<file path="src/hdl/adcb_pkg.sv">
// Package for the AHCI DMA command builder: sequencer states, result kinds,
// error codes, ATA opcodes and sizing constants.
// Used by ahci_dma_command_builder; no dependencies.
package adcb_pkg;

  localparam int SLOT_COUNT    = 32;
  localparam int TABLE_ENTRIES = 8;

  // The slot search looks at one byte of the busy mask per cycle.
  localparam int SCAN_WIDTH  = 8;
  localparam int SCAN_GROUPS = (SLOT_COUNT + SCAN_WIDTH - 1) / SCAN_WIDTH;
  localparam int GROUP_W     = (SCAN_GROUPS > 1) ? $clog2(SCAN_GROUPS) : 1;
  localparam int LANE_W      = $clog2(SCAN_WIDTH);

  localparam logic [63:0] CHUNK_BYTES         = 64'd8192;
  localparam logic [12:0] FULL_CHUNK_LESS_ONE = 13'(8 * 1024 - 1);
  localparam logic [7:0]  CMD_READ_DMA_EXT    = 8'h25;
  localparam logic [7:0]  CMD_WRITE_DMA_EXT   = 8'h35;

  typedef enum logic [2:0] {
    ST_IDLE,
    ST_SCAN,
    ST_CHECK,
    ST_HEAD,
    ST_DESC,
    ST_ERR
  } state_t;

  typedef enum logic [1:0] {
    KIND_HEADER = 2'd0,
    KIND_DESC   = 2'd1,
    KIND_ERROR  = 2'd2
  } kind_t;

  typedef enum logic [1:0] {
    ERR_NONE      = 2'd0,
    ERR_NO_SLOT   = 2'd1,
    ERR_BAD_COUNT = 2'd2
  } err_t;

  // Index of the lowest set bit of one scan group.
  function automatic logic [LANE_W-1:0] lowest_set(input logic [SCAN_WIDTH-1:0] bits);
    logic [LANE_W-1:0] pos;
    pos = '0;
    for (int i = SCAN_WIDTH - 1; i >= 0; i--) begin
      if (bits[i]) pos = LANE_W'(i);
    end
    return pos;
  endfunction

endpackage

</file>
<file path="src/hdl/ahci_dma_command_builder.sv">
// AHCI DMA command builder: slot search, request checks, header and
// descriptor generation around one shared 64-bit address adder.
// Depends on adcb_pkg.
//
//  Channel | Direction | Handshake          | Carries
//  --------+-----------+--------------------+----------------------------------
//  in_     | input     | in_valid/in_stall  | one read or write request
//  out_    | output    | out_valid/out_stall| header, descriptors, or an error
//
// A request is captured, searched for a free slot (one byte of the busy
// mask per cycle) and count-checked; then one result per cycle follows
// while the output is not stalled: a header and up to eight descriptors
// for a full table. The output register lets the last result wait while
// the next request is taken. Reset is synchronous and clears the sequencer and
// out_valid only. Stalls on the output hold the sequencer in its current result.
module ahci_dma_command_builder (
  input  logic        clk,
  input  logic        rst_n,
  input  logic        in_valid,
  output logic        in_stall,
  input  logic        in_req_type,
  input  logic [47:0] in_start_lba,
  input  logic [15:0] in_sector_count,
  input  logic [63:0] in_buffer_address,
  input  logic [31:0] in_busy_slots,
  output logic        out_valid,
  input  logic        out_stall,
  output logic [1:0]  out_kind,
  output logic        out_last,
  output logic [4:0]  out_slot,
  output logic        out_write_flag,
  output logic [7:0]  out_ata_command,
  output logic [3:0]  out_entry_total,
  output logic [47:0] out_lba_out,
  output logic [15:0] out_count_out,
  output logic [63:0] out_chunk_address,
  output logic [12:0] out_chunk_bytes_less_one,
  output logic [1:0]  out_error_code
);
  import adcb_pkg::*;

  state_t state_r, state_nxt;

  logic        wr_r, wr_nxt;
  logic [47:0] lba_r, lba_nxt;
  logic [15:0] count_r, count_nxt;
  logic [63:0] addr_r, addr_nxt;
  logic [31:0] busy_r, busy_nxt;
  logic [GROUP_W-1:0] group_r, group_nxt;
  logic [4:0]  slot_r, slot_nxt;
  logic [3:0]  entries_r, entries_nxt;
  logic [3:0]  idx_r, idx_nxt;
  err_t        err_r, err_nxt;

  logic        out_valid_r, out_valid_nxt;
  kind_t       kind_r, kind_nxt;
  logic        last_r, last_nxt;
  logic [4:0]  oslot_r, oslot_nxt;
  logic        owr_r, owr_nxt;
  logic [7:0]  cmd_r, cmd_nxt;
  logic [3:0]  total_r, total_nxt;
  logic [47:0] olba_r, olba_nxt;
  logic [15:0] ocount_r, ocount_nxt;
  logic [63:0] caddr_r, caddr_nxt;
  logic [12:0] cbytes_r, cbytes_nxt;
  err_t        oerr_r, oerr_nxt;

  logic        in_take;
  logic        out_free;
  logic [SCAN_WIDTH-1:0] free_bits;
  logic        group_hit;
  logic        last_group;
  logic [15:0] count_less_one;
  logic [12:0] entries_full;
  logic        count_bad;
  logic        desc_last;
  logic [63:0] addr_sum;
  logic [31:0] slot_pad;

  assign in_stall = (state_r != ST_IDLE);
  assign in_take  = in_valid && !in_stall;
  assign out_free = !out_valid_r || !out_stall;

  // Slots at or beyond the slot count are treated as busy.
  always_comb begin
    slot_pad = '0;
    for (int i = SLOT_COUNT; i < 32; i++) slot_pad[i] = 1'b1;
  end

  assign free_bits  = ~busy_r[SCAN_WIDTH-1:0];
  assign group_hit  = |free_bits;
  assign last_group = (group_r == GROUP_W'(SCAN_GROUPS - 1));

  assign count_less_one = count_r - 16'd1;
  assign entries_full   = 13'({1'b0, count_less_one[15:4]} + 13'd1);
  assign count_bad      = (count_r == 16'd0) || (entries_full > 13'(TABLE_ENTRIES));

  assign desc_last = (idx_r == entries_r - 4'd1);
  // Shared address adder: advances the chunk address by one 8 KiB chunk.
  assign addr_sum  = addr_r + CHUNK_BYTES;

  // Next state.
  always_comb begin
    state_nxt = state_r;
    case (state_r)
      ST_IDLE:  if (in_take) state_nxt = ST_SCAN;
      ST_SCAN: begin
        if (group_hit)       state_nxt = ST_CHECK;
        else if (last_group) state_nxt = ST_ERR;
      end
      ST_CHECK: state_nxt = count_bad ? ST_ERR : ST_HEAD;
      ST_HEAD:  if (out_free) state_nxt = ST_DESC;
      ST_DESC:  if (out_free && desc_last) state_nxt = ST_IDLE;
      ST_ERR:   if (out_free) state_nxt = ST_IDLE;
      default:  state_nxt = ST_IDLE;
    endcase
  end

  // Datapath and result register.
  always_comb begin
    wr_nxt        = wr_r;
    lba_nxt       = lba_r;
    count_nxt     = count_r;
    addr_nxt      = addr_r;
    busy_nxt      = busy_r;
    group_nxt     = group_r;
    slot_nxt      = slot_r;
    entries_nxt   = entries_r;
    idx_nxt       = idx_r;
    err_nxt       = err_r;
    out_valid_nxt = out_valid_r && out_stall;
    kind_nxt      = kind_r;
    last_nxt      = last_r;
    oslot_nxt     = oslot_r;
    owr_nxt       = owr_r;
    cmd_nxt       = cmd_r;
    total_nxt     = total_r;
    olba_nxt      = olba_r;
    ocount_nxt    = ocount_r;
    caddr_nxt     = caddr_r;
    cbytes_nxt    = cbytes_r;
    oerr_nxt      = oerr_r;
    case (state_r)
      ST_IDLE: begin
        if (in_take) begin
          wr_nxt    = in_req_type;
          lba_nxt   = in_start_lba;
          count_nxt = in_sector_count;
          addr_nxt  = in_buffer_address;
          busy_nxt  = in_busy_slots | slot_pad;
          group_nxt = '0;
          idx_nxt   = '0;
        end
      end
      ST_SCAN: begin
        if (group_hit) begin
          slot_nxt = 5'({group_r, lowest_set(free_bits)});
        end else begin
          busy_nxt  = busy_r >> SCAN_WIDTH;
          group_nxt = group_r + GROUP_W'(1);
          err_nxt   = ERR_NO_SLOT;
        end
      end
      ST_CHECK: begin
        entries_nxt = entries_full[3:0];
        err_nxt     = ERR_BAD_COUNT;
      end
      ST_HEAD: begin
        if (out_free) begin
          out_valid_nxt = 1'b1;
          kind_nxt      = KIND_HEADER;
          last_nxt      = 1'b0;
          oslot_nxt     = slot_r;
          owr_nxt       = wr_r;
          cmd_nxt       = wr_r ? CMD_WRITE_DMA_EXT : CMD_READ_DMA_EXT;
          total_nxt     = entries_r;
          olba_nxt      = lba_r;
          ocount_nxt    = count_r;
          caddr_nxt     = '0;
          cbytes_nxt    = '0;
          oerr_nxt      = ERR_NONE;
        end
      end
      ST_DESC: begin
        if (out_free) begin
          out_valid_nxt = 1'b1;
          kind_nxt      = KIND_DESC;
          last_nxt      = desc_last;
          oslot_nxt     = slot_r;
          owr_nxt       = wr_r;
          cmd_nxt       = '0;
          total_nxt     = entries_r;
          olba_nxt      = '0;
          ocount_nxt    = '0;
          caddr_nxt     = addr_r;
          // The final chunk holds the count modulo 16 sectors, where zero means 16.
          cbytes_nxt    = desc_last ? ({count_r[3:0], 9'd0} - 13'd1) : FULL_CHUNK_LESS_ONE;
          oerr_nxt      = ERR_NONE;
          addr_nxt      = addr_sum;
          idx_nxt       = idx_r + 4'd1;
        end
      end
      ST_ERR: begin
        if (out_free) begin
          out_valid_nxt = 1'b1;
          kind_nxt      = KIND_ERROR;
          last_nxt      = 1'b1;
          oslot_nxt     = '0;
          owr_nxt       = 1'b0;
          cmd_nxt       = '0;
          total_nxt     = '0;
          olba_nxt      = '0;
          ocount_nxt    = '0;
          caddr_nxt     = '0;
          cbytes_nxt    = '0;
          oerr_nxt      = err_r;
        end
      end
      default: ;
    endcase
  end

  always_ff @(posedge clk) begin
    if (!rst_n) begin
      state_r     <= ST_IDLE;
      out_valid_r <= 1'b0;
    end else begin
      state_r     <= state_nxt;
      out_valid_r <= out_valid_nxt;
    end
  end

  always_ff @(posedge clk) begin
    wr_r      <= wr_nxt;
    lba_r     <= lba_nxt;
    count_r   <= count_nxt;
    addr_r    <= addr_nxt;
    busy_r    <= busy_nxt;
    group_r   <= group_nxt;
    slot_r    <= slot_nxt;
    entries_r <= entries_nxt;
    idx_r     <= idx_nxt;
    err_r     <= err_nxt;
    kind_r    <= kind_nxt;
    last_r    <= last_nxt;
    oslot_r   <= oslot_nxt;
    owr_r     <= owr_nxt;
    cmd_r     <= cmd_nxt;
    total_r   <= total_nxt;
    olba_r    <= olba_nxt;
    ocount_r  <= ocount_nxt;
    caddr_r   <= caddr_nxt;
    cbytes_r  <= cbytes_nxt;
    oerr_r    <= oerr_nxt;
  end

  assign out_valid                = out_valid_r;
  assign out_kind                 = kind_r;
  assign out_last                 = last_r;
  assign out_slot                 = oslot_r;
  assign out_write_flag           = owr_r;
  assign out_ata_command          = cmd_r;
  assign out_entry_total          = total_r;
  assign out_lba_out              = olba_r;
  assign out_count_out            = ocount_r;
  assign out_chunk_address        = caddr_r;
  assign out_chunk_bytes_less_one = cbytes_r;
  assign out_error_code           = oerr_r;

  // An accepted transaction always starts the slot search.
  a_take_scan: assert property (@(posedge clk) disable iff (!rst_n)
    in_take |=> state_r == ST_SCAN)
    else $error("accepted request did not start the slot search");

  // Descriptor emission never runs past the entry count of the header.
  a_desc_bound: assert property (@(posedge clk) disable iff (!rst_n)
    state_r == ST_DESC |-> (idx_r < entries_r))
    else $error("descriptor index beyond entry count");

  // A header always announces between one and the table size of entries.
  a_head_total: assert property (@(posedge clk) disable iff (!rst_n)
    (out_valid_r && kind_r == KIND_HEADER) |->
      (total_r != 4'd0 && total_r <= 4'(TABLE_ENTRIES) && !last_r))
    else $error("header with an impossible entry count");

  // Error results close the request and carry a real error code.
  a_err_last: assert property (@(posedge clk) disable iff (!rst_n)
    (out_valid_r && kind_r == KIND_ERROR) |->
      (last_r && (oerr_r == ERR_NO_SLOT || oerr_r == ERR_BAD_COUNT)))
    else $error("malformed error result");

  // A result loaded while the sequencer is not yet emitting would be spurious.
  a_no_load_early: assert property (@(posedge clk) disable iff (!rst_n)
    (state_r == ST_SCAN || state_r == ST_CHECK) |=> !$rose(out_valid_r))
    else $error("result appeared during search or check");

endmodule
</file>
<file path="config.mk">
export PLATFORM = sky130hd
export DESIGN_NAME = ahci_dma_command_builder
export DESIGN_NICKNAME = d
export VERILOG_FILES = /design/src/hdl/adcb_pkg.sv /design/src/hdl/ahci_dma_command_builder.sv
export SDC_FILE = /design/constraint.sdc
export NUM_CORES = 1
export LEC_CHECK = 0
export ABC_AREA = 1
export BUFFER_PORTS_ARGS = -buffer_cell sky130_fd_sc_hd__buf_2
export CELL_PAD_IN_SITES_DETAIL_PLACEMENT = 0
export CELL_PAD_IN_SITES_GLOBAL_PLACEMENT = 1
export CORE_UTILIZATION = 42
export DETAILED_ROUTE_END_ITERATION = 6
export GPL_ROUTABILITY_DRIVEN = 1
export PLACE_DENSITY = 0.91
export SYNTH_ARGS = -nofsm -noshare
export SYNTH_HDL_FRONTEND = slang
export SYNTH_SLANG_ARGS = --single-unit
</file>
<file path="constraint.sdc">
create_clock -name clk -period 6.07 [get_ports clk]
set_input_delay 0.9105 -clock clk [delete_from_list [all_inputs] [get_ports clk]]
set_output_delay 0.9105 -clock clk [all_outputs]
set_load 0.02 [all_outputs]
</file>
==> impl_metrics.ini, run 1 <==
[yosys]
yosysTopAreaCell = edfxtp_1
yosysSeqAreaShare_pct = 68.4
synth_edf_count = 328
netlist.area_leader.share_pct = 67.8
synth_area_leaders = edfxtp_1, nand2_1, nor2_1
synth_flop_cell = edfxtp_1
yosysWarnings = 0
synth.distinct_cells = 43
synth_area_per_cell_um2 = 10.9
synth.most_common_cell = edfxtp_1
synth_area_um2 = 14500
netlist_instances = 1337
synthArstFlopShare_pct = 0
synth_common_cells = edfxtp_1, nand2_1, nor2_1
ys_ff_latch = 332

[detailed_routing]
num_vias = 10100
vias_per_cell = 4.69
wire_per_inst_um = 14.8
drt_iter0_drc = 609
drc = 0
routed_wl_um = 31800
final_antenna_net_count = 0
first_pass_iters = 5

[sta]
drv_slew = 0
finClkSkew_ns = 0.0229
maxSlewHeadroom_pct = 23.1
hold_ws_ns = 0.474
fmax_mhz = 284
finalCriticalPeriod_ns = 3.53
worstMarginPinSlew_ns = 1.15
fin_crit_sh_pct = 58.1
hold_viol_final = 0
rsz0062_at_grt = no
fin_setup_tns_ns = 0
finalSetupViolations = 0
setup_slack_ns = 2.54

[floorplanning]
ios = 331
fp-row-count = 67
core_area_um2 = 33800
dieArea_um2 = 35300
die-height_um = 188
fp.dieW_um = 188
initial_core_util_pct = 43.0

[place]
hpwlAfterDp_um = 22800
portBuffers = 326
place_ws_ns = 2.43
place.gp.congestion = 0.846
post_dp_cell_area_um2 = 16600

[global_route]
grt_max_degree = 76
globalRouteOverflowTotal = 0
antenna_found_initial = 3
groute.usage.overall_pct = 17.8
grt_pass1_wl_um = 49600
grt_pass1_vias = 9715

[clock_tree]
cts-root-buf = clkbuf_16
cts_resized = 0
cts_tree = done
post_cts_buffers = 0
htreeDepth = 2
numCtsBuffers = 36
cts.sinks = 332
cts_hold_buf = 0
cts_buffer_depth = 3
clk_latency_ns = 0.53
clk_pin_slew_ns = 0.06

[pwr]
power.total_w = 0.00669
p_sw_share_pct = 29.6
leakage_nw = 7.81
pwr-share-comb_pct = 18.8
clkPwrFrac_pct = 32.1
p_seq_share_pct = 49.0
peakVddDrop_v = 0.000274
p_sw_w = 0.00198
power_density_nw_per_um2 = 376
power_report.internal_total_w = 0.00471

[critical_path]
cp_slowest_stage_delay_ns = 0.84
crit_path_max_fanout = 65
worstSetupEndpointType = flip-flop
critPathKind = flip-flop to flip-flop
rrSetupSlack_ns = 2.54
worst_r2r_startpoint = state_r[2]
critPathRequiredTime_ns = 6.22
crit_family = buffers and inverters
worstPathCellList = nand2_1, inv_2, nor2_1, nor2_4, buf_4
crit_slowest_cell = nor2_4
reg2reg_depth = 5
crit_path_start_kind = flip-flop
path_buf_inv = 2
r2r-end = out_chunk_address[22]
cp.arrival_ns = 3.68

[min_path]
min_to = slot_r[4]
min_path_cells = 0
hp-class = flip-flop to flip-flop
min_from = group_r[1]

[job]
maxCapViolCount = 0

[finish]
nets = 1837
fin_area_um2 = 17800
area_delta_synth_final_pct = 22.5
drive_gt1_share_pct = 25.9

[run_status]
status = finished, final reports clean
[power groups by stage]
stage                     clock network (W)  registers, W  logic [W]
after floorplan                           0       0.00346   0.000716
after global placement                    0       0.00331    0.00124
after detailed placement                  0       0.00333    0.00127
after CTS                           0.00219       0.00328    0.00128
after global routing                0.00228       0.00332    0.00141
final                               0.00215       0.00328    0.00126
[cells by family (layout without fill, tap and decap cells)]
family | count (synthesis) | after routing | share of synthesized area (%)
DFF | 332 | 332 | 68.4
xor gates and xnor gates | 50 | 50 | 3.02
adders and majority gates | 7 | 7 | 0.603
other | 1 | 7 | 0.0258
and+or+nand+nor | 637 | 637 | 18.9
buffers and inverters | 258 | 610 | 7.03
AOI/OAI and AO/OA | 52 | 52 | 2.04
[stage by stage]
stage	util [%]	std cells
finish	52.7	2143
global route	52.6	2142
CTS	52.6	2140
detailed placement	49.2	2075
global placement	49.2	2075
floorplan	-	1340
[layout by cell type, fill, tap and decap left out, types with 4 or more instances in the layout]
cell         n
a21oi_1      5
buf_2      326
buf_4        8
clkbuf_1     9
clkbuf_16   36
clkinv_1     6
clkinv_2     6
conb_1       4
dfxtp_1      4
edfxtp_1   328
ha_1         7
inv_1      203
inv_2        7
nand2_1    311
nand2_2      7
nand3_1     30
nand4_1      9
nor2_1     210
nor2_2       8
nor2_4      12
nor3_1      28
nor4_1       4
o21ai_0     29
o31ai_1      4
xnor2_1      4
xor2_1      46
[worst register-to-register path: stages (launching register included)]
cell and delay (ns):
dfxtp_1 0.46, nand2_1 0.13, inv_2 0.79, nor2_1 0.36, nor2_4 0.84, buf_4 0.57
[routing by layer]
metal / global-route usage (%) / routed length, µm
met3: 4.92 / 2700
met5: 0 / 13
met1: 22.1 / 13000
met2: 30.1 / 15200
met4: 5.50 / 818
[how the worst max path moves through the flow]
stage | startpoint | endpoint | slack [ns] | depth (start not counted)
3_3_place_gp | state_r[2] | out_chunk_address[20] | 2.61 | 5
5_1_grt | state_r[2] | out_chunk_address[47] | 2.23 | 5
4_1_cts | state_r[2] | out_chunk_address[48] | 2.42 | 5
6_report | state_r[2] | out_chunk_address[22] | 2.54 | 5
2_1_floorplan | state_r[2] | addr_r[13] | 1.55 | 7
3_5_place_dp | state_r[2] | out_chunk_address[21] | 2.43 | 5
[area by class of cell]
class / count / area [µm²]
sequential: 332 / 9930
inverter: 211 / 792
fill: 2933 / 16000
multi-input combinational: 750 / 3640
timing repair buffer: 334 / 1690
clock buffer: 45 / 935
antenna: 3 / 7.51
tap: 448 / 561
clock inverter: 20 / 233
[state kept, by name, summed over array words and instances (netlist names), 2 cells and up]
register / count
addr_r: 64
busy_r: 32
count_r: 16
entries_r: 4
err_r: 2
group_r: 2
idx_r: 4
lba_r: 48
out_ata_command: 2
out_chunk_address: 64
out_chunk_bytes_less_one: 5
out_count_out: 16
out_entry_total: 4
out_error_code: 2
out_kind: 2
out_lba_out: 48
out_slot: 5
slot_r: 5
state_r: 3
No activity file was read; power rests on OpenSTA's default activity.
==> inputs of run 2 (changes only) <==
--- a/config.mk
+++ b/config.mk
@@ -5,14 +5,14 @@
 export SDC_FILE = /design/constraint.sdc
 export NUM_CORES = 1
 export LEC_CHECK = 0
-export ABC_AREA = 1
+export ABC_AREA = 0
 export BUFFER_PORTS_ARGS = -buffer_cell sky130_fd_sc_hd__buf_2
 export CELL_PAD_IN_SITES_DETAIL_PLACEMENT = 0
 export CELL_PAD_IN_SITES_GLOBAL_PLACEMENT = 1
-export CORE_UTILIZATION = 42
+export CORE_UTILIZATION = 44
 export DETAILED_ROUTE_END_ITERATION = 6
 export GPL_ROUTABILITY_DRIVEN = 1
-export PLACE_DENSITY = 0.91
+export PLACE_DENSITY = 0.92
 export SYNTH_ARGS = -nofsm -noshare
 export SYNTH_HDL_FRONTEND = slang
 export SYNTH_SLANG_ARGS = --single-unit
==> constraint.sdc (replaced) <==
create_clock -name clk -period 3.25 [get_ports clk]
set_input_delay 0.4875 -clock clk [delete_from_list [all_inputs] [get_ports clk]]
set_output_delay 0.4875 -clock clk [all_outputs]
set_load 0.02 [all_outputs]
==> run 2 against run 1 <==
Synthesized cell count down 26%. Cell count is 18% lower. Count of clock-buffer cells in the layout fell by 6. Largest cell class unchanged. Highest routed layer unchanged.
==> impl_metrics.ini, run 2 <==
[yosys]
synth_edf_count = 328
synthArstFlopShare_pct = 0
yosysWarnings = 0
synth_area_per_cell_um2 = 14.1
netlist.area_leader.share_pct = 70.2
synth.most_common_cell = edfxtp_1
netlist_instances = 993
synth.distinct_cells = 61
synth_flop_cell = edfxtp_1
ys_ff_latch = 332
synth_area_leaders = edfxtp_1, and2_1, xor2_1
yosysSeqAreaShare_pct = 70.7
yosysTopAreaCell = edfxtp_1
synth_area_um2 = 14000
synth_common_cells = edfxtp_1, and2_1, nand2_1

[floorplanning]
die-height_um = 181
core_area_um2 = 31500
dieArea_um2 = 32600
fp.dieW_um = 181
fp-row-count = 65
initial_core_util_pct = 44.6
ios = 331

[critical_path]
crit_path_start = count_r[0]
path_buf_inv = 1
worst_r2r_startpoint = count_r[0]
worst-path-stages = 12
worstSetupEndpointType = flip-flop
cp.arrival_ns = 3.50
crit_path_start_kind = flip-flop
cp_slowest_stage_delay_ns = 0.48
crit_top_cell = ha_1
crit_family = compound AO/OA/AOI/OAI gates
critPathKind = flip-flop to flip-flop
critPathRequiredTime_ns = 3.70
worstPathCellList = inv_1, ha_1, or3b_2, xnor2_1, ha_1, nand2_1, a21oi_1, nor2_2, o21ai_0, a2111o_1, a2111oi_2, a31o_1
crit_slowest_cell = or3b_2
crit_path_max_fanout = 5
reg2reg_depth = 12

[sta]
maxSlewHeadroom_pct = 59.5
finalSetupViolations = 0
hold_viol_final = 0
setup_slack_ns = 0.201
fmax_mhz = 328
drv_slew = 0
fin_setup_tns_ns = 0
finalCriticalPeriod_ns = 3.05
hold_ws_ns = 0.142
finClkSkew_ns = 0.0182
worstMarginPinSlew_ns = 0.607
fin_crit_sh_pct = 93.8

[place]
place.gp.congestion = 0.864
hpwlAfterDp_um = 20900
post_dp_cell_area_um2 = 16200
place_ws_ns = 0.144
portBuffers = 326

[finish]
area_delta_synth_final_pct = 23.5
layout_commonest_cell = edfxtp_1
layout_common_cells = edfxtp_1, buf_2, and2_1, nand2_1, o21ai_0
finish.utilization_pct = 55.1
nets = 1496
fin_area_um2 = 17300
drive_gt1_share_pct = 33.3

[global_route]
antenna_found_initial = 3
grt_pass1_wl_um = 47100
grt_max_degree = 115
grt_pass1_vias = 8680
globalRouteOverflowTotal = 0
groute.usage.overall_pct = 18.3

[pwr]
clkPwrFrac_pct = 34.6
power_report.internal_total_w = 0.00857
p_sw_w = 0.00304
pwr-share-comb_pct = 15.5
leakage_nw = 6.52
peakVddDrop_v = 0.000420
power_density_nw_per_um2 = 669
p_sw_share_pct = 26.2
p_seq_share_pct = 49.9

[clock_tree]
cts.sinks = 332
cts_tree = done
cts-root-buf = clkbuf_16
clk_latency_ns = 0.52
cts_buffer_depth = 3
numCtsBuffers = 36
htreeDepth = 2
clk_pin_slew_ns = 0.06

[min_path]
min_from = in_start_lba[23]
hp-class = primary input to flip-flop
min_path_cells = 1

[detailed_routing]
routed_wl_um = 29900
num_vias = 8810
final_antenna_net_count = 0
drc = 0
wire_per_inst_um = 17.1
first_pass_iters = 6
drt_iter0_drc = 618
vias_per_cell = 5.02

[job]
maxCapViolCount = 0

[run_status]
status = finished, final reports clean
-- run 2: cell count changes after synthesis, moves of 26 or more --
cell / delta
and2_1: +147
inv_1: -188
nand2_1: -226
o21ai_0: +26
xnor2_1: +26
nor2_1: -176
-- run 2: power groups by stage --
| stage | sequential, W | clock (W) | combinational (W) |
|---|---|---|---|
| 2_1_floorplan | 0.00605 | 0 | 0.000976 |
| 3_3_place_gp | 0.00585 | 0 | 0.00177 |
| 3_5_place_dp | 0.00588 | 0 | 0.00181 |
| 4_1_cts | 0.00579 | 0.00413 | 0.00182 |
| 5_1_grt | 0.00586 | 0.00429 | 0.00197 |
| 6_report | 0.00579 | 0.00402 | 0.00180 |
-- run 2: worst paths after layout --
| check | to | slack (ns) |
|---|---|---|
| worst max-delay path | state_r[1] | 0.20 |
| worst min-delay path | lba_r[23] | 0.14 |
| worst max register to register | state_r[1] | 0.20 |
| worst min register to register | slot_r[4] | 0.47 |
-- run 2: area by class of cell --
type	instances	area (µm²)
Fill cell	2608	14100
Inverter	17	63.8
Multi-Input combinational cell	590	3830
Sequential cell	332	9930
Clock inverter	26	255
Tap cell	402	503
Timing Repair Buffer	347	1850
Clock buffer	39	912
Antenna cell	1	2.50
-- run 2: logic make-up after synthesis --
family	after synthesis	synth area share (%)
AO/OA/AOI/OAI	99	4.37
XOR/XNOR	68	4.24
adder cells (fa/ha/maj)	7	0.624
buffers and inverters	74	2.59
flip-flops	332	70.7
multiplexers	25	2.00
other	1	0.0267
AND/OR/NAND/NOR	387	15.4
-- run 2: per-layer routing --
metal,vias to the layer above,share of wire [%],global-route usage [%]
met5,-,0.053,0
met4,4,2.1,5.54
met3,53,6.8,4.20
met2,321,48,30.3
met1,4187,43,24.1
li1,4245,-,-
-- run 2: metrics by stage --
stage,instances,power [W]
after floorplan,996,0.00702
after global placement,1687,0.00762
after detailed placement,1687,0.00769
after CTS,1752,0.0117
after global routing,1754,0.0121
final,1754,0.0116
-- run 2: what timing repair did --
action                     4_1_cts  5_1_grt
setup endpoints to repair        0        2
resized for setup                0        1
hold buffers                     0        0
setup buffers                    0        1
